--- config.mk ---
export PLATFORM = sky130hd
export DESIGN_NAME = sem_queue
export DESIGN_NICKNAME = d
export VERILOG_FILES = /design/src/rtl/sem_pkg.sv /design/src/rtl/sem_queue.sv
export SDC_FILE = /design/constraint.sdc
export NUM_CORES = 1
export LEC_CHECK = 0
export ABC_CLOCK_PERIOD_IN_PS = 1900
export BUFFER_PORTS_ARGS = -buffer_cell sky130_fd_sc_hd__buf_2
export CORE_MARGIN = 5
export CORE_UTILIZATION = 51
export DETAILED_ROUTE_END_ITERATION = 10
export GPL_TIMING_DRIVEN = 0
export PLACE_DENSITY = 0.75
export SETUP_SLACK_MARGIN = 0.4
export SLEW_MARGIN = 20
export SYNTH_ARGS = -nofsm -noshare
export SYNTH_HDL_FRONTEND = slang
export SYNTH_SLANG_ARGS = --single-unit
--- constraint.sdc ---
create_clock -name clock -period 1.9 [get_ports clock]
set_input_delay 0.38 -clock clock [delete_from_list [all_inputs] [get_ports clock]]
set_output_delay 0.38 -clock clock [all_outputs]
set_load 0.1 [all_outputs]
--- src/rtl/sem_pkg.sv ---
// Shared types and constants for the RGB Sobel edge magnitude block.
// Used by every module in rtl/; depends on nothing else.
`timescale 1ns / 1ps
package sem_pkg;

   // Line store depth and the widths that follow from it
   localparam int MAX_WIDTH = 1024;
   localparam int COL_W     = $clog2(MAX_WIDTH);
   localparam int FW_W      = 11;                        // frame_width register
   localparam int FH_W      = 13;                        // frame_height register
   localparam int EFFW_W    = (COL_W + 1 > FW_W) ? COL_W + 1 : FW_W;
   localparam int ROW_W     = FH_W + 1;                  // row counter runs past the last row
   localparam int CSR_DATA_W = FH_W;

   // Pixel layout: red in the low byte, then green, then blue
   localparam int CH_W   = 8;
   localparam int NUM_CH = 3;
   localparam int PIX_W  = CH_W * NUM_CH;

   // Gradient and root arithmetic
   localparam int GRAD_W     = 10;                       // |Gx|, |Gy| <= 1020
   localparam int SUM_W      = 2 * GRAD_W + 1;
   localparam int ROOT_W     = 16;                       // radicand below the clamp
   localparam int ROOT_STEPS = ROOT_W / 2;
   localparam int STEP_W     = $clog2(ROOT_STEPS);
   localparam logic [SUM_W-1:0] SUM_CLAMP = SUM_W'(65280);   // 255*255 + 255
   localparam logic [CH_W-1:0]  MAG_MAX   = CH_W'(255);

   // Register reset values
   localparam logic [FW_W-1:0] WIDTH_RESET  = FW_W'(640);
   localparam logic [FH_W-1:0] HEIGHT_RESET = FH_W'(480);

   // Register indexes
   localparam logic REG_FRAME_WIDTH  = 1'b0;
   localparam logic REG_FRAME_HEIGHT = 1'b1;

   // Request kinds
   localparam logic OP_PIXEL = 1'b0;
   localparam logic OP_FLUSH = 1'b1;

   localparam int QUEUE_DEPTH = 4;
   localparam int QPTR_W      = $clog2(QUEUE_DEPTH);

   typedef logic [PIX_W-1:0] pixel_type;

   // One classified request, handed from front to back
   typedef struct packed {
      pixel_type        pix;
      logic [COL_W-1:0] addr;
      logic             emit;
      logic             last;
      logic             edge_top;
      logic             edge_bot;
      logic             edge_lft;
      logic             edge_rgt;
   } q_entry_type;

endpackage

--- src/rtl/sem_queue.sv ---
// Short request queue between front end and back end.
// Depends on sem_pkg.
`timescale 1ns / 1ps
module sem_queue (
   input  logic                  clock,
   input  logic                  reset,
   input  logic                  push,
   input  sem_pkg::q_entry_type  push_entry,
   output logic                  full,
   input  logic                  pop,
   output logic                  valid,
   output sem_pkg::q_entry_type  pop_entry
);
   import sem_pkg::*;

   q_entry_type       slot_ff [QUEUE_DEPTH];
   logic [QPTR_W-1:0] wr_ff, wr_in, rd_ff, rd_in;
   logic [QPTR_W:0]   cnt_ff, cnt_in;

   assign full      = (cnt_ff == (QPTR_W+1)'(QUEUE_DEPTH));
   assign valid     = (cnt_ff != '0);
   assign pop_entry = slot_ff[rd_ff];

   // Advance pointers and fill count
   always_comb begin
      wr_in  = push ? wr_ff + QPTR_W'(1) : wr_ff;
      rd_in  = pop ? rd_ff + QPTR_W'(1) : rd_ff;
      cnt_in = cnt_ff;
      if (push && !pop) begin
         cnt_in = cnt_ff + (QPTR_W+1)'(1);
      end else if (pop && !push) begin
         cnt_in = cnt_ff - (QPTR_W+1)'(1);
      end
   end

   always_ff @(posedge clock) begin
      if (reset) begin
         wr_ff  <= '0;
         rd_ff  <= '0;
         cnt_ff <= '0;
      end else begin
         wr_ff  <= wr_in;
         rd_ff  <= rd_in;
         cnt_ff <= cnt_in;
      end
   end

   always_ff @(posedge clock) begin
      if (push) begin
         slot_ff[wr_ff] <= push_entry;
      end
   end

endmodule

==> results of run 1 <==
-- worst max-delay path: stages, from the launching register on --
cell     delay (ns)
dfxtp_2        0.32
buf_6          0.14
buf_12         0.16
mux4_2         0.53
buf_6          0.21
-- power groups by stage --
| stage | registers, µW | clock network (µW) | logic [µW] |
|---|---|---|---|
| after floorplan | 4390 | 0 | 1530 |
| after global placement | 4400 | 0 | 1810 |
| after detailed placement | 4410 | 0 | 1830 |
| after CTS | 4340 | 3640 | 2100 |
| after global routing | 4350 | 3830 | 2210 |
| final | 4330 | 3590 | 2130 |
-- metal layers --
metal  global-route usage [%]  share of wire, %
met1                     19.7                41
met2                     26.9                53
met3                     5.14               4.7
met4                     6.30               1.8
met5                        0                 0
-- state kept, by name (all words and copies together) (netlist names), named ones only --
| signal | cells |
|---|---|
| cnt_ff | 3 |
| rd_ff | 2 |
| slot_ff | 160 |
| wr_ff | 2 |
-- placed cells by master (no fill, tap or decap) --
cell type and count:
inv_12 1, buf_6 33, clkinv_1 1, inv_1 2
dfxtp_4 2, buf_8 8, mux2i_1 2, dfxtp_2 2
nor3b_4 1, or3_4 2, fa_2 1, inv_2 1
buf_2 46, clkbuf_16 17, bufinv_16 5, xnor2_1 2
clkinvlp_4 1, mux4_2 40, xor2_2 1, and2_4 8
buf_4 1, o21ai_0 1, buf_12 7, nand2_1 1
edfxtp_1 160, dfxtp_1 5, a21oi_2 1, clkbuf_1 7
ha_1 4, ha_4 1, clkinv_2 2, nor2_1 7
xor2_1 2
-- cells by family (layout without fill, tap and decap cells) --
logic type / count (synthesis) / count (layout) / synth area share [%]
muxes: 42 / 42 / 14.7
DFF: 169 / 169 / 79.8
and+or+nand+nor: 15 / 19 / 1.20
adders and majority gates: 6 / 6 / 1.32
AOI/OAI and AO/OA: 2 / 2 / 0.160
xor gates and xnor gates: 5 / 5 / 0.701
buffers and inverters: 14 / 132 / 2.08
-- cell type report --
| type | count | area [µm²] |
|---|---|---|
| buffer | 10 | 115 |
| clock buffer | 23 | 448 |
| clock inverter | 9 | 171 |
| fill | 791 | 4090 |
| inverter | 4 | 27.5 |
| multi-input combinational | 74 | 1220 |
| sequential | 169 | 4990 |
| tap | 147 | 184 |
| timing repair buffer | 86 | 758 |
-- per-stage QoR --
step	util (%)	cells	worst slack [ns]
2_1_floorplan	-	253	0.174
6_report	66.0	522	-0.254
4_1_cts	65.5	522	-0.287
3_5_place_dp	57.4	484	-0.0595
5_1_grt	66.0	522	-0.330
3_3_place_gp	57.4	484	-0.0504
-- timing repair --
item                                    in CTS  in global routing
pin swaps                                    5                  2
setup buffers                                2                  0
gates cloned                                 4                  0
gates resized for setup                    100                 13
endpoints found under the setup margin     202                 43
-- how the worst min path moves through the flow --
stage / start / endpoint / slack [ns] / cells after the start
after floorplan: cnt_ff[2] / cnt_ff[2] / 0.47 / 2
after global placement: cnt_ff[2] / cnt_ff[2] / 0.49 / 2
after detailed placement: cnt_ff[2] / cnt_ff[2] / 0.52 / 2
after CTS: push_entry[13] / slot_ff[3][13] / 0.16 / 1
after global routing: push_entry[25] / slot_ff[1][25] / 0.16 / 1
final: push_entry[13] / slot_ff[1][13] / 0.18 / 1
==> qor.csv, run 1 <==
stage;metric;value;unit
clock_tree;cts_buffer_depth;2;
route;drc_errors;0;
cells_and_area;fin_nets;412;
clock_tree;cts-root-buf;clkbuf_16;
cells_and_area;syn2layout_area_growth;26.8;%
timing;worst_pin_slew;0.452;ns
timing;fin_crit;2.15;ns
global_route;grt_pass1_wl;17.2;mm
critical_path;critPathLaunchType;register;
global_route;track_usage;16.1;%
floorplan;rows;40;
critical_path;reg2reg_to;cnt_ff[2];
pwr;internal_power;7260;µW
cells_and_area;finalInstanceArea;7920;µm²
clock_tree;cts_hold_buf;0;
pwr;power_frac_clock;35.7;%
floorplan;pin_count;86;
synthesis;ys_warn_count;0;
critical_path;worst-setup-path-type;reg2out;
run_status;violations;negative setup slack;
route;drt_iter0_drc;201;
synthesis;synthTopCellsByArea;edfxtp_1 77%, mux4_2 14%, dfxtp_1 2.9%;
timing;finalWorstSetupSlack;-0.254;ns
floorplan;start_util;52.0;%
place;place_area;6900;µm²
route;wl_per_cell;20.5;µm
floorplan;core-area;12000;µm²
min_path;min_path_type;in2reg;
cells_and_area;num_antenna_cells;0;
floorplan;fp.dieW;121;µm
place;dp_hpwl;6.04;mm
synthesis;seq_area_frac_synth;79.8;%
global_route;antenna_found_initial;0;
cells_and_area;drive_above_1_share;48.3;%
place;io_buffer_count;84;
run;maxCapViolations;0;
pwr;p_sw_share;27.7;%
clock_tree;h-tree-depth;4;
global_route;grt_max_degree;21;
route;routed_via_density;5.36;
synthesis;synth_nets;303;
pwr;power.density;1270;nW/µm²
critical_path;cp_max_fo;10;
critical_path;r2r_slack;0.31;ns
synthesis;synth_edf_count;160;
place;gp_congestion;0.659;
timing;fin_tns_setup;-9.20;ns
synthesis;syn_inst;253;
synthesis;synth_top_area_cell;edfxtp_1;
timing;rsz0062_at_grt;true;
route;totalWireLength;10.7;mm
timing;post-route-period-util;113;%
clock_tree;cts_tree;yes;
timing;relSlewSlack;69.9;%
timing;fin_skew;0.00417;ns
pwr;seqPwrFrac;43.1;%
run_status;outcome;complete, but fails checks;
synthesis;ys_types;20;
synthesis;synth.cell_area;6250;µm²
synthesis;avgSynthCellArea;24.7;µm²
pwr;share_comb_of_total_power;21.2;%
critical_path;r2r_cells;5;
global_route;grt_pass1_vias;3078;
critical_path;cp-end-kind;output port;
clock_tree;clock_sinks;169;
floorplan;die_area;14600;µm²
critical_path;cp-endpoint;pop_entry[10];
clock_tree;clkLatencyLatePin;0.41;ns
floorplan;die_h;121;µm
route;vias;2800;
synthesis;yosysMostFrequentCell;edfxtp_1;
critical_path;cp.required;1.52;ns
clock_tree;cts_buffers;17;
global_route;grt_overflow;0;
critical_path;timing.rr.start;cnt_ff[1];
pwr;p_leak;0.00273;µW
pwr;p_total;10000;µW
synthesis;synth-main-ff-cell;edfxtp_1;
timing;drv_slew;0;
synthesis;synth_commonest_cells;160 x edfxtp_1, 40 x mux4_2, 9 x dfxtp_1, 7 x nor2_1, 5 x ha_1;
timing;hold_viol_final;0;
clock_tree;clkTransAtPathRegs;0.06;ns
route;dr.pass1.iters;4;
route;ant_nets;0;
timing;fmax;464;MHz
critical_path;crit_arrival;1.77;ns
synthesis;async_flop_share;0;%
synthesis;synth_top_area_share;76.9;%
pwr;ir_worst_vdd;1.13;mV
timing;holdWs;0.176;ns
pwr;p_sw;2790;µW
synthesis;ys_ff_latch;169;
timing;setup_violations;40;
(Power assumes the default switching activity.)
==> run 2, diff against run 1 <==
--- a/config.mk
+++ b/config.mk
@@ -5,14 +5,13 @@
 export SDC_FILE = /design/constraint.sdc
 export NUM_CORES = 1
 export LEC_CHECK = 0
-export ABC_CLOCK_PERIOD_IN_PS = 1900
+export ABC_CLOCK_PERIOD_IN_PS = 2100
 export BUFFER_PORTS_ARGS = -buffer_cell sky130_fd_sc_hd__buf_2
 export CORE_MARGIN = 5
-export CORE_UTILIZATION = 51
+export CORE_UTILIZATION = 57
 export DETAILED_ROUTE_END_ITERATION = 10
 export GPL_TIMING_DRIVEN = 0
-export PLACE_DENSITY = 0.75
-export SETUP_SLACK_MARGIN = 0.4
+export PLACE_DENSITY = 0.79
 export SLEW_MARGIN = 20
 export SYNTH_ARGS = -nofsm -noshare
 export SYNTH_HDL_FRONTEND = slang
==> constraint.sdc (replaced) <==
create_clock -name clock -period 2.1 [get_ports clock]
set_input_delay 0.42 -clock clock [delete_from_list [all_inputs] [get_ports clock]]
set_output_delay 0.42 -clock clock [all_outputs]
set_load 0.1 [all_outputs]
==> run 2 against run 1 <==
Net effect: the flow still finishes with violations (negative setup slack); global-route usage increased by 1.3 points; clock skew increased by 0.0068 ns; clock-buffer cell count increased by 6; non-clock buffer count increased by 6; combinational power decreased by 11%; clock power decreased by 22%; sequential power decreased by 9.5%; core utilization increased by 6.9 points; cell area decreased by 0.73%; via count increased by 0.75%; die area decreased by 9.7%; largest power group unchanged.
==> qor.csv, run 2 (synthesized netlist as in run 1, its figures left out) <==
stage;metric;value;unit
run_status;outcome;complete, but fails checks;
run_status;violations;negative setup slack;
cells_and_area;utilization;72.9;%
pwr;seqPwrFrac;45.5;%
cells_and_area;final_cells;517;
floorplan;fp.dieW;115;µm
pwr;p_sw;2470;µW
timing;fmax;430;MHz
critical_path;crit_arrival;1.91;ns
pwr;internal_power;6150;µW
critical_path;cp-end-kind;output port;
timing;holdWs;0.104;ns
clock_tree;clock_sinks;169;
floorplan;rows;38;
place;gp_congestion;0.677;
critical_path;cp.required;1.68;ns
pwr;share_comb_of_total_power;22.0;%
pwr;p_total;8610;µW
run;maxCapViolations;0;
min_path;hp-start;push_entry[20];
clock_tree;cts_buffers;17;
global_route;grt_pass1_vias;3024;
place;dp_hpwl;6.68;mm
critical_path;critPathLaunchType;register;
critical_path;path_cells;buf_12, clkbuf_16, mux4_2, buf_12;
cells_and_area;syn2layout_area_growth;25.9;%
timing;post-route-period-util;111;%
cells_and_area;reg.largest.list;slot_ff (160), cnt_ff (3);
clock_tree;clkTransAtPathRegs;0.06;ns
global_route;grt_max_degree;28;
timing;fin_skew;0.0110;ns
timing;fin_crit;2.33;ns
critical_path;cpMaxStageDelayCell;mux4_2;
critical_path;critPathTopFamily;multiplexers;
route;drt_iter0_drc;159;
cells_and_area;drive_above_1_share;45.4;%
clock_tree;cts_buffer_depth;2;
critical_path;cp.buffers_inverters;3;
timing;relSlewSlack;61.5;%
critical_path;cp_max_fo;8;
clock_tree;cts-root-buf;clkbuf_8;
route;routed_via_density;5.46;
cells_and_area;largest_register_ffs;160;
route;ant_nets;0;
pwr;p_leak;0.00273;µW
place;dp_worst_setup_slack;0.144;ns
route;wl_per_cell;20.5;µm
cells_and_area;num_antenna_cells;0;
min_path;min_path_type;in2reg;
critical_path;crit_path_frequent_cell;buf_12;
floorplan;start_util;57.9;%
timing;drv_slew;0;
route;dr.pass1.iters;4;
cells_and_area;fin_nets;414;
global_route;track_usage;17.4;%
global_route;grt_pass1_wl;16.4;mm
timing;setup_violations;40;
pwr;power_frac_clock;32.5;%
global_route;antenna_found_initial;0;
cells_and_area;final_cell_mix;160 x edfxtp_1, 48 x buf_2, 40 x mux4_2;
timing;finalWorstSetupSlack;-0.226;ns
pwr;p_sw_share;28.6;%
cells_and_area;layout_commonest_cell;edfxtp_1;
global_route;grt_overflow;0;
cells_and_area;largest_register;slot_ff;
pwr;power.density;1090;nW/µm²
route;drc_errors;0;
critical_path;max_stage_delay;0.53;ns
critical_path;worst-setup-path-type;reg2out;
place;io_buffer_count;84;
critical_path;timing.rr.start;wr_ff[0];
timing;worst_pin_slew;0.578;ns
clock_tree;cts_hold_buf;0;
route;totalWireLength;10.6;mm
timing;hold_viol_final;0;
floorplan;die_h;115;µm
place;place_inst;481;
floorplan;core-area;10800;µm²
timing;rsz0062_at_grt;true;
clock_tree;h-tree-depth;4;
route;vias;2821;
clock_tree;clkLatencyLatePin;0.52;ns
clock_tree;cts_tree;yes;
pwr;ir_worst_vdd;0.762;mV
clock_tree;cts_setup_buffers;0;
floorplan;die_area;13200;µm²
floorplan;pin_count;86;
run 2: cell count changes in the layout (fill, tap and decap cells not counted), sizes merged:
cell	change
bufinv	-4
and2	-4
buf	+2
clkinvlp	-1
clkbuf	+10
clkinv	-1
run 2: metrics by stage:
step	setup TNS [ns]	area, µm²
detailed placement	0	6930
CTS	-9.40	7720
global route	-11.33	7870
global placement	-92.54	6850
floorplan	0	6250
finish	-8.07	7870
run 2: per-layer routing:
metal	vias up	wire, µm	track usage (%)
met5	-	0	0
met4	0	87	5.40
met3	7	614	7.03
met2	72	5390	27.5
met1	1461	4510	22.4
li1	1281	-	-
run 2: area by class of cell:
| type | count | area, µm² |
|---|---|---|
| Timing Repair Buffer | 92 | 885 |
| Clock buffer | 29 | 499 |
| Inverter | 4 | 15.0 |
| Fill cell | 612 | 2930 |
| Multi-Input combinational cell | 70 | 1140 |
| Tap cell | 140 | 175 |
| Clock inverter | 3 | 40.0 |
| Sequential cell | 169 | 4990 |
| Buffer | 10 | 124 |
run 2: path summary, 6_finish.rpt:
kind	endpoint	slack (ns)	cells past startpoint
worst min register to register	cnt_ff[2]	0.51	2
worst max register to register	slot_ff[2][17]	0.42	4
worst max-delay path	pop_entry[33]	-0.23	4
worst min-delay path	slot_ff[0][20]	0.10	1
run 2: worst reg2reg max path: stages (launching register included):
cell and delay, ns:
dfxtp_1 0.35, inv_1 0.09, ha_1 0.14, and2_2 0.52, buf_12 0.27
run 2: power groups by stage:
stage | clock (µW) | combinational (µW) | sequential (µW)
final | 2800 | 1890 | 3920
after global routing | 3060 | 1960 | 3930
after CTS | 2870 | 1840 | 3920
after detailed placement | 0 | 1660 | 3990
after global placement | 0 | 1620 | 3990
after floorplan | 0 | 1370 | 3980
run 2: what timing repair did:
item / 4_1_cts / 5_1_grt
setup endpoints to repair: 40 / 40
resized for setup: 80 / 11
gates cloned: 0 / 4
==> run 3, diff against run 2 <==
--- a/config.mk
+++ b/config.mk
@@ -12,7 +12,7 @@
 export DETAILED_ROUTE_END_ITERATION = 10
 export GPL_TIMING_DRIVEN = 0
 export PLACE_DENSITY = 0.79
-export SLEW_MARGIN = 20
+export SKIP_CTS_REPAIR_TIMING = 1
 export SYNTH_ARGS = -nofsm -noshare
 export SYNTH_HDL_FRONTEND = slang
 export SYNTH_SLANG_ARGS = --single-unit
==> run 3 against run 2 <==
Net effect: the run still ends with negative setup slack left; via count up 2.2%; clock skew down 0.0041 ns; cell count decreased by 0.77%; register-to-register slack hardly changed; routed wire length down 1.1%; sequential share of layout area rose by 0.95 points; total power is essentially flat; sequential power barely moved; setup slack better by 0.024 ns; flip-flop and latch count stayed put; largest cell class unchanged.
==> qor.csv, run 3 (synthesized netlist as in run 1, its figures left out) <==
stage;metric;value;unit
route;wl_met3;706;µm
timing;fin_tns_setup;-7.00;ns
cells_and_area;syn2layout_area_growth;24.1;%
place;place_inst;481;
clock_tree;h-tree-depth;4;
critical_path;max_stage_delay;0.55;ns
cells_and_area;num_antenna_cells;0;
critical_path;cp.buffers_inverters;3;
place;io_buffer_count;84;
cells_and_area;final_cells;513;
clock_tree;clock_sinks;169;
pwr;ir_worst_vdd;0.588;mV
run_status;outcome;complete, but fails checks;
cells_and_area;fill_cells;629;
cells_and_area;final_cell_mix;160 x edfxtp_1, 48 x buf_2, 40 x mux4_2;
cells_and_area;utilization;71.8;%
route;totalWireLength;10.5;mm
place;gp_congestion;0.677;
route;maxUsedRoutingLayer;met4;
timing;finalWorstSetupSlack;-0.202;ns
cells_and_area;largest_register;slot_ff;
timing;drv_slew;0;
floorplan;core-area;10800;µm²
clock_tree;cts_buffer_depth;2;
critical_path;cp.required;1.68;ns
min_path;min_path_type;in2reg;
global_route;grt_pass1_vias;3024;
global_route;grt_max_degree;28;
route;wl_per_cell;20.4;µm
pwr;p_leak;0.00268;µW
clock_tree;clkTransAtPathRegs;0.06;ns
route;met1_length;4.29;mm
route;routed_via_density;5.62;
place;dp_worst_setup_slack;0.149;ns
route;vias;2882;
global_route;track_usage;17.2;%
cells_and_area;largest_register_ffs;160;
cells_and_area;reg.largest.list;slot_ff (160), cnt_ff (3);
floorplan;die_h;115;µm
run_status;violations;negative setup slack;
floorplan;pin_count;86;
clock_tree;cts-root-buf;clkbuf_8;
global_route;grt_pass1_wl;16.2;mm
critical_path;cp_max_fo;10;
floorplan;die_area;13200;µm²
timing;fin_skew;0.00688;ns
cells_and_area;fin_nets;410;
critical_path;cp-end-kind;output port;
floorplan;start_util;57.9;%
critical_path;cpMaxStageDelayCell;mux4_2;
route;dr.pass1.iters;4;
critical_path;r2r_cells;4;
route;drt_iter0_drc;154;
floorplan;fp.dieW;115;µm
cells_and_area;layout_commonest_cell;edfxtp_1;
floorplan;rows;38;
route;ant_nets;0;
timing;setup_violations;40;
route;wl_met2;5.34;mm
critical_path;crit_arrival;1.88;ns
critical_path;path_cells;buf_6, buf_12, mux4_2, buf_12;
timing;worst_pin_slew;0.583;ns
place;dp_hpwl;6.69;mm
timing;relSlewSlack;61.1;%
timing;hold_viol_final;0;
pwr;power.density;1110;nW/µm²
route;drc_errors;0;
critical_path;worst-setup-path-type;reg2out;
run;maxCapViolations;0;
critical_path;critPathLaunchType;register;
clock_tree;cts_tree;yes;
cells_and_area;drive_above_1_share;45.3;%
critical_path;crit_path_frequent_cell;buf_12;
global_route;grt_overflow;0;
timing;fin_crit;2.30;ns
clock_tree;cts_buffers;17;
timing;post-route-period-util;110;%
min_path;holdPathStages;1;
clock_tree;clkLatencyLatePin;0.52;ns
timing;fmax;434;MHz
global_route;antenna_found_initial;0;
timing;rsz0062_at_grt;true;
critical_path;critPathTopFamily;multiplexers;
critical_path;cp.depth;4;
==> run 3: final cells by class <==
class / count / area (µm²) / share of cell area [%]
sequential: 169 / 4990 / 64.3
multi-input combinational: 70 / 1140 / 14.7
buffer: 10 / 115 / 1.49
tap: 140 / 175 / 2.26
timing repair buffer: 88 / 768 / 9.91
clock inverter: 14 / 130 / 1.68
clock buffer: 18 / 418 / 5.39
inverter: 4 / 15.0 / 0.194
==> run 3: where the power goes <==
| group | switching (µW) | leakage, µW | internal (µW) | total [µW] |
|---|---|---|---|---|
| sequential | 52.2 | 0.00154 | 3870 | 3920 |
| combinational | 1300 | 0.000870 | 536 | 1830 |
| clock | 1190 | 0.000263 | 1670 | 2870 |
==> run 3: path summary, 6_finish.rpt <==
path                         end  slack, ns          start
setup / recovery   pop_entry[21]      -0.20       register
hold / removal     slot_ff[3][9]       0.11  push_entry[9]
setup reg to reg  slot_ff[2][34]       0.41       wr_ff[0]
hold reg to reg        cnt_ff[2]       0.51      cnt_ff[2]
==> run 3: layer usage <==
| layer | vias to the layer above | GRT usage, % |
|---|---|---|
| met4 | 0 | 6.42 |
| met3 | 16 | 5.92 |
| met1 | 1509 | 22.9 |
| met5 | - | 0 |
| met2 | 87 | 26.5 |
| li1 | 1270 | - |
==> run 3: metrics by stage <==
stage / hold slack, ns / total power, µW / area (µm²)
3_5_place_dp: 0.505 / 5650 / 6930
6_report: 0.110 / 8620 / 7750
3_3_place_gp: 0.482 / 5610 / 6850
5_1_grt: 0.0807 / 8920 / 7750
2_1_floorplan: 0.460 / 5350 / 6250
4_1_cts: 0.0747 / 8510 / 7480
