==> src/rtl/sem_pkg.sv <==
// Shared types and constants for the RGB Sobel edge magnitude block.
// Used by every module in rtl/; depends on nothing else.
`timescale 1ns / 1ps
package sem_pkg;

   // Line store depth and the widths that follow from it
   localparam int MAX_WIDTH = 1024;
   localparam int COL_W     = $clog2(MAX_WIDTH);
   localparam int FW_W      = 11;                        // frame_width register
   localparam int FH_W      = 13;                        // frame_height register
   localparam int EFFW_W    = (COL_W + 1 > FW_W) ? COL_W + 1 : FW_W;
   localparam int ROW_W     = FH_W + 1;                  // row counter runs past the last row
   localparam int CSR_DATA_W = FH_W;

   // Pixel layout: red in the low byte, then green, then blue
   localparam int CH_W   = 8;
   localparam int NUM_CH = 3;
   localparam int PIX_W  = CH_W * NUM_CH;

   // Gradient and root arithmetic
   localparam int GRAD_W     = 10;                       // |Gx|, |Gy| <= 1020
   localparam int SUM_W      = 2 * GRAD_W + 1;
   localparam int ROOT_W     = 16;                       // radicand below the clamp
   localparam int ROOT_STEPS = ROOT_W / 2;
   localparam int STEP_W     = $clog2(ROOT_STEPS);
   localparam logic [SUM_W-1:0] SUM_CLAMP = SUM_W'(65280);   // 255*255 + 255
   localparam logic [CH_W-1:0]  MAG_MAX   = CH_W'(255);

   // Register reset values
   localparam logic [FW_W-1:0] WIDTH_RESET  = FW_W'(640);
   localparam logic [FH_W-1:0] HEIGHT_RESET = FH_W'(480);

   // Register indexes
   localparam logic REG_FRAME_WIDTH  = 1'b0;
   localparam logic REG_FRAME_HEIGHT = 1'b1;

   // Request kinds
   localparam logic OP_PIXEL = 1'b0;
   localparam logic OP_FLUSH = 1'b1;

   localparam int QUEUE_DEPTH = 4;
   localparam int QPTR_W      = $clog2(QUEUE_DEPTH);

   typedef logic [PIX_W-1:0] pixel_type;

   // One classified request, handed from front to back
   typedef struct packed {
      pixel_type        pix;
      logic [COL_W-1:0] addr;
      logic             emit;
      logic             last;
      logic             edge_top;
      logic             edge_bot;
      logic             edge_lft;
      logic             edge_rgt;
   } q_entry_type;

endpackage

==> src/rtl/sem_front.sv <==
// Front end: configuration registers, frame position counters and request classification.
// Depends on sem_pkg.
`timescale 1ns / 1ps
module sem_front (
   input  logic                             clock,
   input  logic                             reset,
   input  logic                             req_tvalid,
   output logic                             req_tready,
   input  logic [23:0]                      req_tdata,   // red, green, blue
   input  logic                             req_tuser,   // operation
   input  logic                             csr_valid,
   output logic                             csr_ready,
   input  logic                             csr_index,
   input  logic [sem_pkg::CSR_DATA_W-1:0]   csr_data,
   input  logic                             q_full,
   output logic                             q_push,
   output sem_pkg::q_entry_type             q_entry
);
   import sem_pkg::*;

   logic [FW_W-1:0]   width_ff, width_in;
   logic [FH_W-1:0]   height_ff, height_in;
   logic [COL_W-1:0]  col_ff, col_in;
   logic [ROW_W-1:0]  row_ff, row_in;
   logic [EFFW_W:0]   pend_ff, pend_in;

   logic [EFFW_W-1:0] w_eff, ocol;
   logic [FH_W-1:0]   h_eff;
   logic [ROW_W-1:0]  h_last, orow;
   logic [COL_W:0]    col_nx;
   logic [EFFW_W:0]   pend_nx;
   logic              flush_phase, accept, emit, last;

   assign csr_ready  = 1'b1;
   assign req_tready = !q_full;
   assign accept     = req_tvalid && !q_full;

   // Effective frame size
   always_comb begin
      if (width_ff == '0) begin
         w_eff = EFFW_W'(1);
      end else if (EFFW_W'(width_ff) > EFFW_W'(MAX_WIDTH)) begin
         w_eff = EFFW_W'(MAX_WIDTH);
      end else begin
         w_eff = EFFW_W'(width_ff);
      end
      h_eff  = (height_ff == '0) ? FH_W'(1) : height_ff;
      h_last = ROW_W'(h_eff) - ROW_W'(1);
   end

   // Classify the request and work out the position that leaves now
   always_comb begin
      flush_phase = row_ff >= ROW_W'(h_eff);
      col_nx      = (COL_W+1)'(col_ff) + (COL_W+1)'(1);
      pend_nx     = pend_ff + (EFFW_W+1)'(1);
      emit        = pend_nx > ((EFFW_W+1)'(w_eff) + (EFFW_W+1)'(1));
      if (col_ff == '0) begin
         orow = row_ff - ROW_W'(2);
         ocol = w_eff - EFFW_W'(1);
      end else begin
         orow = row_ff - ROW_W'(1);
         ocol = EFFW_W'(col_ff) - EFFW_W'(1);
      end
      last   = emit && (orow == h_last) && (ocol == w_eff - EFFW_W'(1));
      q_push = accept && !(req_tuser == OP_FLUSH && !flush_phase);

      q_entry.pix      = flush_phase ? '0 : req_tdata;
      q_entry.addr     = col_ff;
      q_entry.emit     = emit;
      q_entry.last     = last;
      q_entry.edge_top = (orow == '0);
      q_entry.edge_bot = (orow == h_last);
      q_entry.edge_lft = (ocol == '0);
      q_entry.edge_rgt = (ocol == w_eff - EFFW_W'(1));
   end

   // Next counter and register values
   always_comb begin
      width_in  = width_ff;
      height_in = height_ff;
      col_in    = col_ff;
      row_in    = row_ff;
      pend_in   = pend_ff;
      if (csr_valid) begin
         if (csr_index == REG_FRAME_WIDTH) begin
            width_in = csr_data[FW_W-1:0];
         end else begin
            height_in = csr_data[FH_W-1:0];
         end
         col_in  = '0;
         row_in  = '0;
         pend_in = '0;
      end else if (q_push) begin
         if (EFFW_W'(col_nx) >= w_eff) begin
            col_in = '0;
            row_in = row_ff + ROW_W'(1);
         end else begin
            col_in = col_nx[COL_W-1:0];
         end
         pend_in = emit ? pend_ff : pend_nx;
         if (last) begin
            col_in  = '0;
            row_in  = '0;
            pend_in = '0;
         end
      end
   end

   always_ff @(posedge clock) begin
      if (reset) begin
         width_ff  <= WIDTH_RESET;
         height_ff <= HEIGHT_RESET;
         col_ff    <= '0;
         row_ff    <= '0;
         pend_ff   <= '0;
      end else begin
         width_ff  <= width_in;
         height_ff <= height_in;
         col_ff    <= col_in;
         row_ff    <= row_in;
         pend_ff   <= pend_in;
      end
   end

endmodule

==> config.mk <==
export PLATFORM = sky130hd
export DESIGN_NAME = sem_front
export DESIGN_NICKNAME = d
export VERILOG_FILES = /design/src/rtl/sem_pkg.sv /design/src/rtl/sem_front.sv
export SDC_FILE = /design/constraint.sdc
export NUM_CORES = 1
export LEC_CHECK = 0
export BUFFER_PORTS_ARGS = -buffer_cell sky130_fd_sc_hd__buf_2
export CAP_MARGIN = 20
export CORE_UTILIZATION = 45
export CTS_BUF_LIST = sky130_fd_sc_hd__clkbuf_8
export DETAILED_ROUTE_END_ITERATION = 6
export HOLD_SLACK_MARGIN = 0.03
export PLACE_DENSITY_LB_ADDON = 0.12
export SETUP_SLACK_MARGIN = 0.02
export SLEW_MARGIN = 20
export SYNTH_ARGS = -nofsm -noshare
export SYNTH_HDL_FRONTEND = slang
export SYNTH_SLANG_ARGS = --single-unit
==> constraint.sdc <==
create_clock -name clock -period 6.3 [get_ports clock]
set_clock_uncertainty 0.15 [all_clocks]
set_input_delay 1.26 -clock clock [delete_from_list [all_inputs] [get_ports clock]]
set_output_delay 1.26 -clock clock [all_outputs]
set_load 0.005 [all_outputs]
==> results of run 1 <==
-- report_power, final --
group | leakage (nW) | internal, W | switching (W)
Sequential | 0.487 | 0.000387 | 0.0000148
Combinational | 2.15 | 0.0000834 | 0.000113
Clock | 0.106 | 0.000225 | 0.000185
Total | 2.74 | 0.000695 | 0.000312
-- cell families (layout without fill, tap and decap cells) --
group / Yosys count / after routing
DFF: 60 / 60
AOI/OAI and AO/OA: 156 / 156
other: 1 / 2
adders and majority gates: 47 / 47
buffers and inverters: 88 / 151
xor gates and xnor gates: 72 / 72
muxes: 6 / 6
and+or+nand+nor: 341 / 341
-- synth_stat cells, drive strengths merged, types with 6 or more instances --
cell type | number | area share, %
a211oi | 6 | 0.79
a21oi | 48 | 4.2
a22oi | 7 | 0.92
a31oi | 11 | 1.5
and2 | 27 | 3.0
and3 | 11 | 1.2
buf | 13 | 1.6
clkbuf | 35 | 2.3
dfxtp | 60 | 21
ha | 47 | 10
inv | 39 | 2.6
mux2i | 6 | 1.1
nand2 | 93 | 6.1
nand3 | 26 | 2.3
nand3b | 8 | 1.1
nand4 | 19 | 2.1
nor2 | 56 | 3.7
nor2b | 11 | 1.2
nor3 | 29 | 2.5
nor4 | 17 | 2.8
o211ai | 6 | 0.79
o21a | 10 | 1.3
o21ai | 29 | 2.6
or3 | 14 | 1.5
or4 | 10 | 1.4
xnor2 | 42 | 6.5
xor2 | 29 | 4.5
-- metrics by stage --
| step | worst slack (ns) | total power (W) | util (%) | instance area, um2 |
|---|---|---|---|---|
| after floorplan | 0.791 | 0.000539 | - | 5700 |
| after global placement | 0.909 | 0.000603 | 50.9 | 6180 |
| after detailed placement | 0.792 | 0.000604 | 50.9 | 6180 |
| after CTS | 0.375 | 0.00102 | 52.7 | 6410 |
| after global routing | 0.0876 | 0.00106 | 52.7 | 6410 |
| final | 0.435 | 0.00101 | 52.7 | 6410 |
-- cell type report --
cell class                      instances  share of cell area [%]
Inverter                               40                    2.34
Multi-Input combinational cell        624                    64.4
Tap cell                              168                    3.28
Timing Repair Buffer                   95                    7.80
Sequential cell                        60                    18.7
Clock buffer                            9                    1.93
Clock inverter                          7                    1.52
-- metal layers --
layer | up-vias | wire length [um]
met4 | 0 | 409
li1 | 2848 | -
met2 | 137 | 8260
met5 | - | 0
met1 | 2724 | 7220
met3 | 32 | 748
-- layout by cell type, fill, tap and decap left out, types with 11 or more instances in the layout --
cell type	instances
dfxtp_1	60
and2_1	27
nor2_1	56
ha_1	47
or3_1	14
nand3_1	26
xor2_1	29
nand4_1	19
nand2_1	93
o21ai_0	28
a21oi_1	48
buf_2	85
nor2b_1	11
and3_1	11
nor3_1	29
xnor2_1	42
inv_1	39
-- worst max path at each step --
| stage | depth (start not counted) | slack [ns] | from | to |
|---|---|---|---|---|
| detailed placement | 19 | 0.79 | width_ff[6]$_SDFFE_PP0P_ | row_ff[8]$_SDFFE_PP0P_ |
| CTS | 15 | 0.37 | width_ff[6]$_SDFFE_PP0P_ | q_entry[4] |
| global placement | 15 | 0.91 | width_ff[6]$_SDFFE_PP0P_ | q_entry[4] |
| floorplan | 16 | 0.79 | width_ff[2]$_SDFFE_PP0P_ | q_entry[4] |
| global route | 15 | 0.09 | width_ff[6]$_SDFFE_PP0P_ | q_entry[4] |
| finish | 15 | 0.43 | width_ff[2]$_SDFFE_PP0P_ | q_entry[4] |
-- sequential cells by signal, summed over array words and instances, names as in the netlist --
signal,count
row_ff,14
height_ff,13
pend_ff,12
width_ff,11
col_ff,10
-- critical path: stages, from the launching register on --
cell,delay [ns]
dfxtp_1,0.41
nor4_2,0.39
a31oi_1,0.17
nor2_1,0.22
inv_1,0.14
nor4_1,0.44
and3_1,0.27
nand3_1,0.11
xnor2_1,0.17
ha_1,0.30
nand4_1,0.14
a211oi_1,0.25
o41ai_1,0.14
or4_1,0.61
nor4_4,0.18
buf_2,0.16
-- what timing repair did --
item / in CTS / in global routing
setup endpoints to repair: 0 / 1
buffers inserted: 0 / 0
resized for setup: 0 / 1
hold endpoints to repair: 0 / 0
==> results.txt, run 1 <==
Via count of the first global-routing pass: 5,372. The path class of the tightest hold or removal check is reg -> reg. For the number of hold-slack violations in the final timing report, the log shows 0. The most common flop cell mapped by yosys is dfxtp_1. Clock-pin slew was measured on the worst setup and hold paths at 0.08 ns. For the worst path arrival time, the log shows 4.46 ns. The dominant combinational cell family by area after synthesis is simple AND/OR/NAND/NOR gates. The vias after detailed routing came out at 5,741. Across the run, the number of max-cap violations was 0. The global routing's busiest layer was met2. Counting distinct cell types in the post-synthesis netlist gives 65.

The share of async-settable or async-resettable flops after synthesis was 0%; the synthesized-area fraction occupied by xor and xnor cells was 11.3%. In this run the remaining antenna-violating nets after routing total 0. From synthesis to final layout, the design area changed by 12.6%. The sequential-to-total area share from yosys stat came out at 21.1%. Capture instance of the worst register-to-register path: row_ff[8]$_SDFFE_PP0P_. The cell area after synthesis was 5700 um2; the per-cell via count in the routed design was 5.72. Across all hold checks on the routed design, the worst slack comes to 0.341 ns. The critical setup path kind is reg -> out. After floorplanning, the core was divided into 40 placement rows.

The run finished with clean final reports. The setup check on the worst reg-to-reg path leaves a slack of 0.79 ns. Measured in cells, the most critical reg-to-reg path has a length of 19. The share of the clock period used by the worst path came out at 93.1%.

Maximum level of the CTS H-tree: 3. Routability-driven placement finished with a final weighted congestion of 0.909. Counting flops with a built-in enable in the synthesized netlist gives 0. The share of final-layout standard cells stronger than drive strength 1 works out to 15.2%.

The slew at the pin closest to its max-slew limit was 0.996 ns; the routing usage on met3 was 5.66%. Simple logic cell fraction of the synthesized area: 31.7%. In this run the most critical hold path is launched from height_ff[4]$_SDFFE_PP0P_.

Final routed wire length divided by cell count: 16.6 um. Remaining global-route overflow: 0. In the synthesized netlist, the number of instances is 771.

For the final-layout setup total negative slack, the log shows 0 ns. For the post-layout net count, the log shows 921. Setup violations remaining at the end of the flow were counted as 0. For the initial antenna violation count, the log shows 0. Summing all multi-input logic gate instances after layout gives 4130 um2. In this run, CTS created clock tree buffers numbering 9. For this run, the detailed router's first-pass iteration total came to 5.

The cell total after placement is 987, and the number of cells on the worst hold path is 2. Subtracting the final worst setup slack from the clock period gives 5.87 ns. TritonCTS built the clock tree.

Maximum net fanout on the critical path: 10. The launching point of the worst reg2reg path was width_ff[2]$_SDFFE_PP0P_. In this run the horizontal extent of the chip is 115 um. Global routing consumed, on the met2 layer, 45.1% of the routing resources. For the final wirelength, the log shows 16,600 um. The sort of element at the start of the critical path was a flop.

0 antenna diodes ended up in the layout. The synthesized netlist devotes 17.9% of its cell area to compound gates. The first global-routing pass estimated 26,800 um of wire. The die is 115 um tall. Excluding fillers, the count of instances in the completed layout stands at 1,003. Sink count of the clock tree: 60.

For this configuration, the core starts out at a cell density of 46.8%. The share of synthesized cell area in full adder, half adder and majority cells is 10.3%, and the global-route met1 utilization is 31.5%. Flip-flop and latch area: 1200 um2. After synthesis, the share of cell area in mux cells is 1.05%.

Global routing used 25.9% of the available tracks. In this run, the number of DRC markers left after iteration 0 of detailed routing was 432. The tools report the quantity of hold-fixing buffers added after cts as 0. Clock latency on the worst-skew pair, taken at its later pin, is 0.37 ns.

The power density over the cells works out to 157 nW/um2. In this run the clock root is driven by a clkbuf_8. The number of buffers on the longest clock path is 2, and the count of input and output buffers is 85. After filler insertion, the fill cell instance count of the layout stands at 1,216. For this run, the top clock speed supported by timing is 0.170 GHz.

The worst-case IR drop observed on VDD is 0.000164 V. The mean cell area of the mapped netlist came out at 7.39 um2. The remaining routing DRC violations came out at 0.

The worst setup path is captured at an output port. The sum of net half-perimeters after detailed placement came out at 13,100 um. The pin count of the biggest net entering global routing is 26, and the final number of max-transition violations is 0.

Setup repair after global routing left no endpoint under its margin. The top-level I/O count was 87. The worst hold path terminates at height_ff[4]$_SDFFE_PP0P_. The run gives 4.89 ns as the data required time at the worst endpoint.

In this run, synthesis produced a sequential element count of 60. In this run the standard cell core region covers 12,200 um2. The number of synthesis warnings was 0; the relative slew slack was 33.6%. Leakage power: 2.74 nW.

The floorplan step defined a die boundary enclosing 13,100 um2.
Power figures use the tool's default switching activity.
==> run 2, diff against run 1 <==
BUFFER_PORTS_ARGS = default   (was -buffer_cell sky130_fd_sc_hd__buf_2)
DONT_BUFFER_PORTS = 1   (was default)
PLACE_DENSITY = 0.56   (was default)
PLACE_DENSITY_LB_ADDON = default   (was 0.12)
==> results.txt, run 2 (synthesis gave the netlist of run 1 again) <==
Prior to clock tree synthesis, the placed netlist has a worst setup slack of 0.589 ns. In the final layout, the registers with the most flip-flops are row_ff x14, height_ff x13, pend_ff x12. The effective utilization at floorplan is 46.8%. After the first detailed-routing iteration, the DRC count stood at 477.

The number of hold-slack violations in the final timing report is 0, and the area overhead of the layout relative to synthesis is 5.32%. The tools report the via count of the first global-routing pass as 5,120. The critical path buffer and inverter count came out at 0. TritonCTS built the clock tree.

The worst register-to-register path begins at width_ff[2]$_SDFFE_PP0P_. The final number of max-transition violations came out at 0. At the later pin of the worst-skew pair, clock insertion delay measures 0.38 ns. The overall die width was 115 um; the path depth of the worst reg2reg path was 17.

The share of final-layout standard cells stronger than drive strength 1 was 5.74%; the floorplan core area was 12,200 um2. In the layout the commonest cells are nand2_1, dfxtp_1, nor2_1. For this design the top-level I/O count stands at 87. The net count of the finished layout is 835. The number of buffers added by the clock tree synthesis step was 9. The worst pin sits at a relative slew slack of 49.3%. In this design, the largest share of critical-path delay is due to simple AND/OR/NAND/NOR gates. Traced cell by cell, the critical path runs through nor4_2 -> a31oi_1 -> nor2_2 -> ha_1 -> nand3_1 -> nor3_1 -> and3_1 -> a31oi_1 -> ha_1 -> nand4_1 -> a211oi_1 -> o41ai_1 -> or4_1 -> nor4_4. row_ff holds more flip-flops than any other register. Vias after detailed routing: 5,322. Dividing the detail-routed via count by the number of cells gives 5.80. The logs give 0.76 ns for the reg-to-reg setup timing slack and 0 for the reported max-cap violation count. After detailed routing, the average wire length per cell comes to 17.2 um.

The first detailed-routing pass took 5 iterations. The type of the worst min-delay path was reg -> reg. Clock tree root buffer cell: clkbuf_8. Measured along the y axis, the die boundary spans 115 um. Along the worst path, the maximum fanout reaches 10. The area enclosed by the die boundary came out at 13,100 um2. Setup repair after global routing left no endpoint under its margin. The run finished with clean final reports. The tools report the global-route wire length before repair as 25,800 um.

In this run the tool buffered the top-level ports with 0 buffer cells. The run gives 0 as the remaining global-route overflow. The remaining antenna violation count was 0. The fmax was 0.165 GHz.

Leading cell type in the layout, fill and taps excluded: nand2_1. The worst hold path passes through 2 cells. IR analysis of the VDD net gives a maximum drop of 0.0000943 V. For the number of buffers on the longest clock path, the log shows 2. STA classifies the critical path endpoint as an output port. The number of antenna diodes in the final layout is 0.

The tools report the end point of the most critical hold path as height_ff[4]$_SDFFE_PP0P_. The initialized floorplan defines 40 standard-cell rows. In the finished design, the share of the clock period the worst path needs comes to 95.9%. For this run, the slowest stage of the critical path takes 0.61 ns. The final wirelength is 15,700 um, and the number of flip-flops in the largest register is 14.

The data required time at the worst endpoint is 4.89 ns, and the pin count of the biggest net entering global routing is 26. The post-CTS clock slew at the launch and capture registers of the worst setup and hold paths is 0.08 ns, and the slew at the pin closest to its max-slew limit is 0.742 ns. The worst path arrival time is 4.63 ns, and the final weighted congestion in routability-driven placement is 0.897. The H-tree was split into 3 levels.

The filler cells instantiated in the layout total 1,246. The logs give 12,200 um for the sum of net half-perimeters after detailed placement and 0 for the remaining routing DRC violations. The highest-delay cell along the critical path was or4_1. Setup slack closes at 0.257 ns.

The endpoint identified for the worst register-to-register timing path is row_ff[9]$_SDFFE_PP0P_. The critical setup path kind was reg -> out. For this design, the CTS-stage hold fixing added 0 buffers. The run gives 25.2% as the global-route usage over all layers. The worst setup path is launched from a flop. Counting every sink on the clock net gives 60.

The setup-violating endpoint count in the final report was 0; the buffers inserted during post-CTS setup optimization was 0. For this design the static power due to leakage is 2.38 nW. Dividing total power by cell area gives a power density of 163 nW/um2. Subtracting the final worst setup slack from the clock period gives 6.04 ns. In this run the most critical hold path is launched from height_ff[4]$_SDFFE_PP0P_. Final-layout setup total negative slack: 0 ns. Initial antenna violation count: 0.
## run 2: changes by cell type in the layout (fill, tap and decap cells not counted), sizes merged
cell | previous run | this run
buf | 95 | 9
inv | 41 | 40
clkinvlp | 2 | 1
clkinv | 2 | 4
## run 2: where the power goes
part	leakage [nW]	total, W	internal, W	switching [W]
logic	1.79	0.000169	0.0000681	0.000101
clock network	0.110	0.000407	0.000224	0.000182
registers	0.487	0.000402	0.000387	0.0000150
total	2.38	0.000978	0.000680	0.000298
## run 2: how the worst max path moves through the flow
stage,from,endpoint,cells after the start
final,width_ff[2]$_SDFFE_PP0P_,q_entry[4],14
after global routing,width_ff[2]$_SDFFE_PP0P_,q_entry[4],14
after CTS,width_ff[6]$_SDFFE_PP0P_,q_entry[4],14
after detailed placement,width_ff[6]$_SDFFE_PP0P_,q_entry[4],14
after global placement,width_ff[6]$_SDFFE_PP0P_,q_entry[4],14
after floorplan,width_ff[2]$_SDFFE_PP0P_,q_entry[4],16
## run 2: layout make-up
cell class	count	area (um2)	area share (%)
multi-input combinational	624	4150	69.1
sequential	60	1200	20.0
tap	168	210	3.50
inverter	40	150	2.50
clock buffer	9	124	2.07
clock inverter	7	98.8	1.65
timing repair buffer	9	67.6	1.13
## run 2: worst register-to-register path, stage by stage (launching register included)
cell and delay (ns):
dfxtp_1 0.41, nor4_2 0.40, a31oi_1 0.17, nor2_2 0.18, ha_1 0.27, nand3_1 0.10, nor3_1 0.25, and3_1 0.26
a31oi_1 0.10, ha_1 0.32, nand4_1 0.15, a211oi_1 0.32, o41ai_1 0.19, or4_1 0.61, nor4_4 0.51, o21ai_2 0.34
or4_1 0.59, a21boi_1 0.14
## run 2: timing repair
item / 4_1_cts / 5_1_grt
endpoints found under the setup margin: 0 / 1
gates resized for setup: 0 / 4
hold endpoints to repair: 0 / 0
## run 2: metal layers
layer	track usage [%]	wire length, um
met1	31.4	7100
met2	43.5	7800
met3	3.44	504
met4	10.3	330
met5	0	0
## run 2: per-stage QoR
step	std cells	util [%]	power, W	instance area, um2	hold WS, ns
after floorplan	772	-	0.000539	5700	0.310
after global placement	901	47.3	0.000577	5750	0.327
after detailed placement	901	47.3	0.000577	5750	0.329
after CTS	917	49.1	0.000987	5970	0.340
after global routing	917	49.3	0.00103	6000	0.358
final	917	49.3	0.000978	6000	0.338
==> run 3, diff against run 2 <==
GPL_TIMING_DRIVEN = 0   (was default)
==> results.txt, run 3 (synthesis gave the netlist of run 1 again) <==
Delay of the slowest critical-path stage: 0.65 ns. Max-cap violations in this run came to 0. Dividing total power by cell area gives a power density of 147 nW/um2. The worst-case IR drop observed on VDD is 0.0000737 V. The run gives 0 as the remaining antenna violation count. Pin placement for this block handled 87 I/O pins. Along the worst path, the maximum fanout reaches 11. For the placement-stage worst setup slack, the log shows -0.222 ns. The number of buffers on the longest clock path came out at 2. The detailed router's first-iteration violation count was 348. Once the floorplan was initialized, standard cells occupied 46.8% of the core. The number of cells on the worst hold path is 2, and the overall die width is 115 um. The final critical-path required period came out at 6.06 ns.

Share of final-layout standard cells stronger than drive strength 1: 6.47%. By startpoint and endpoint, the worst setup path is classified as reg -> out. The per-cell via count in the routed design is 5.70, and the floorplan core area is 12,200 um2. STA puts the critical path data required time at 4.89 ns.

The largest registers in the layout are row_ff x14, height_ff x13, pend_ff x12. Detailed placement finished with a half-perimeter wire length of 12,900 um. The number of hold-slack violations in the final timing report came out at 0.

In the final design database the tool counted 874 nets. By instance count, the cell type seen most on the critical path is nor4_4. TritonCTS built the clock tree. The tools report the origin of the worst min-delay path as height_ff[4]$_SDFFE_PP0P_.

Leakage power: 2.44 nW. The number of diodes was 0. Global routing finished with a remaining overflow of 0. The top cell types in the final layout, fill and taps aside, are nand2_1, dfxtp_1, nor2_1. In the final routed layout, each cell accounts on average for 17.2 um. The final route contains 5,452 vias. The signal on the critical path passes through nor4_4 -> a31oi_1 -> nor2_2 -> inv_1 -> nor4_2 -> and3_1 -> nand3_1 -> xnor2_1 -> ha_1 -> nand4_1 -> a211oi_1 -> o41ai_2 -> or4_1 -> nor4_4 -> buf_4. After clock tree synthesis, the flow added hold-fix buffers numbering 0. The pin count of the biggest net entering global routing came out at 12. Setup violations remaining at the end of the flow were counted as 0.

For the initial antenna violation count, the log shows 0. The tools report the cell total after placement as 940. Input and output buffers added on the ports amount to 0. Capture instance of the worst register-to-register path: row_ff[10]$_SDFFE_PP0P_. Final weighted congestion in routability-driven placement: 0.876. The tools report the remaining routing DRC violations as 0.

The insertion delay of the later-clocked pin in the worst-skew pair came out at 0.36 ns. In this run the clock root is driven by a clkbuf_8. For hold timing, the worst endpoint is height_ff[4]$_SDFFE_PP0P_. The first global-routing pass estimated 26,400 um of wire. More flip-flops sit in one register than any other, and that register is row_ff.

The logs give 40 for the standard-cell row count and 0.240 ns for the final worst slack. The first detailed-routing pass ran for 4 iterations. For this block, the routed nets add up to 16,500 um of wire. The worst setup path is launched from a flop. The die covers 13,100 um2. The register with the most flip-flops in the layout has 14 of them. At the worst endpoint, the arrival time is 4.65 ns.

Based on the critical path, the design can be clocked at up to 0.165 GHz. Headroom to the max-slew limit came out at 42.7%. Setup repair after global routing left no endpoint under its margin.

Category of the worst setup path capture point: an output port. Type of the worst min-delay path: reg -> reg. The H-tree was split into 3 levels.

CTS saw 60 sinks. Leaving out fill and tap cells, the most frequent cell in the layout is nand2_1. The reg-to-reg setup timing slack came out at 0.82 ns. The slew at the pin closest to its max-slew limit was 0.850 ns; the final number of max-transition violations was 0.

The slowest stage of the critical path is the or4_1 cell. Excluding fillers, the count of instances in the completed layout stands at 956. For the global-route usage over all layers, the log shows 25.9%. Counting the buffers created by CTS gives 9. The die boundary height is 115 um. The run finished with clean final reports.

Hold timing on the final database bottoms out at a slack of 0.350 ns. After clock tree synthesis, the clock-pin slew on the worst setup and hold paths is 0.07 ns. Via count of the first global-routing pass: 5,140. Dividing the final minimum period by the clock period gives 96.2%. The number of cells on the worst reg-to-reg path is 19.

The worst register-to-register path begins at width_ff[2]$_SDFFE_PP0P_. The area overhead of the layout relative to synthesis is 7.95%.
==> run 3: final cells by class <==
type	count	area, um2
inverter	40	150
sequential	60	1200
tap	168	210
fill	1283	6010
buffer	45	214
multi-input combinational	625	4180
clock buffer	10	138
timing repair buffer	2	15.0
clock inverter	6	40.0
==> run 3: worst max-delay path by stage <==
stage / cells after the start / to / start
global placement: 16 / q_entry[5] / width_ff[2]$_SDFFE_PP0P_
global route: 15 / q_entry[4] / width_ff[2]$_SDFFE_PP0P_
finish: 15 / q_entry[4] / width_ff[2]$_SDFFE_PP0P_
floorplan: 16 / q_entry[4] / width_ff[2]$_SDFFE_PP0P_
detailed placement: 16 / q_entry[4] / width_ff[2]$_SDFFE_PP0P_
CTS: 15 / q_entry[4] / width_ff[4]$_SDFFE_PP0P_
==> run 3: metal layers <==
| metal | global-route usage [%] | vias to the layer above | routed length, um |
|---|---|---|---|
| met2 | 44.4 | 98 | 8020 |
| li1 | - | 2751 | - |
| met5 | 0 | - | 0 |
| met3 | 3.65 | 16 | 544 |
| met1 | 32.9 | 2587 | 7620 |
| met4 | 9.09 | 0 | 299 |
==> run 3: worst max-delay path: cells and delay by family (launching register included) <==
family | cells | cell delay [ns]
xor gates and xnor gates | 1 | 0.18
AOI/OAI and AO/OA | 3 | 0.75
DFF | 1 | 0.47
and+or+nand+nor | 8 | 2.28
adders and majority gates | 1 | 0.30
buffers and inverters | 2 | 0.30
==> run 3: where the power goes <==
group          total (W)  internal (W)  switching [W]
sequential      0.000402      0.000387      0.0000148
clock           0.000324      0.000152       0.000172
combinational   0.000178     0.0000703       0.000107
==> run 3: what timing repair did <==
action,CTS,global route
setup endpoints to repair,2,2
setup buffers,1,1
gates cloned,1,0
resized for setup,4,2
pin swaps,3,2
hold endpoints to repair,0,0
==> run 3: per-stage QoR <==
stage / util, % / total power, W / cell area, um2 / setup TNS, ns
6_report: 50.6 / 0.000903 / 6150 / 0
5_1_grt: 50.6 / 0.000953 / 6150 / 0
4_1_cts: 50.4 / 0.000912 / 6130 / 0
3_5_place_dp: 48.7 / 0.000581 / 5920 / -0.222
3_3_place_gp: 48.6 / 0.000579 / 5910 / -1.93
2_1_floorplan: - / 0.000539 / 5700 / 0
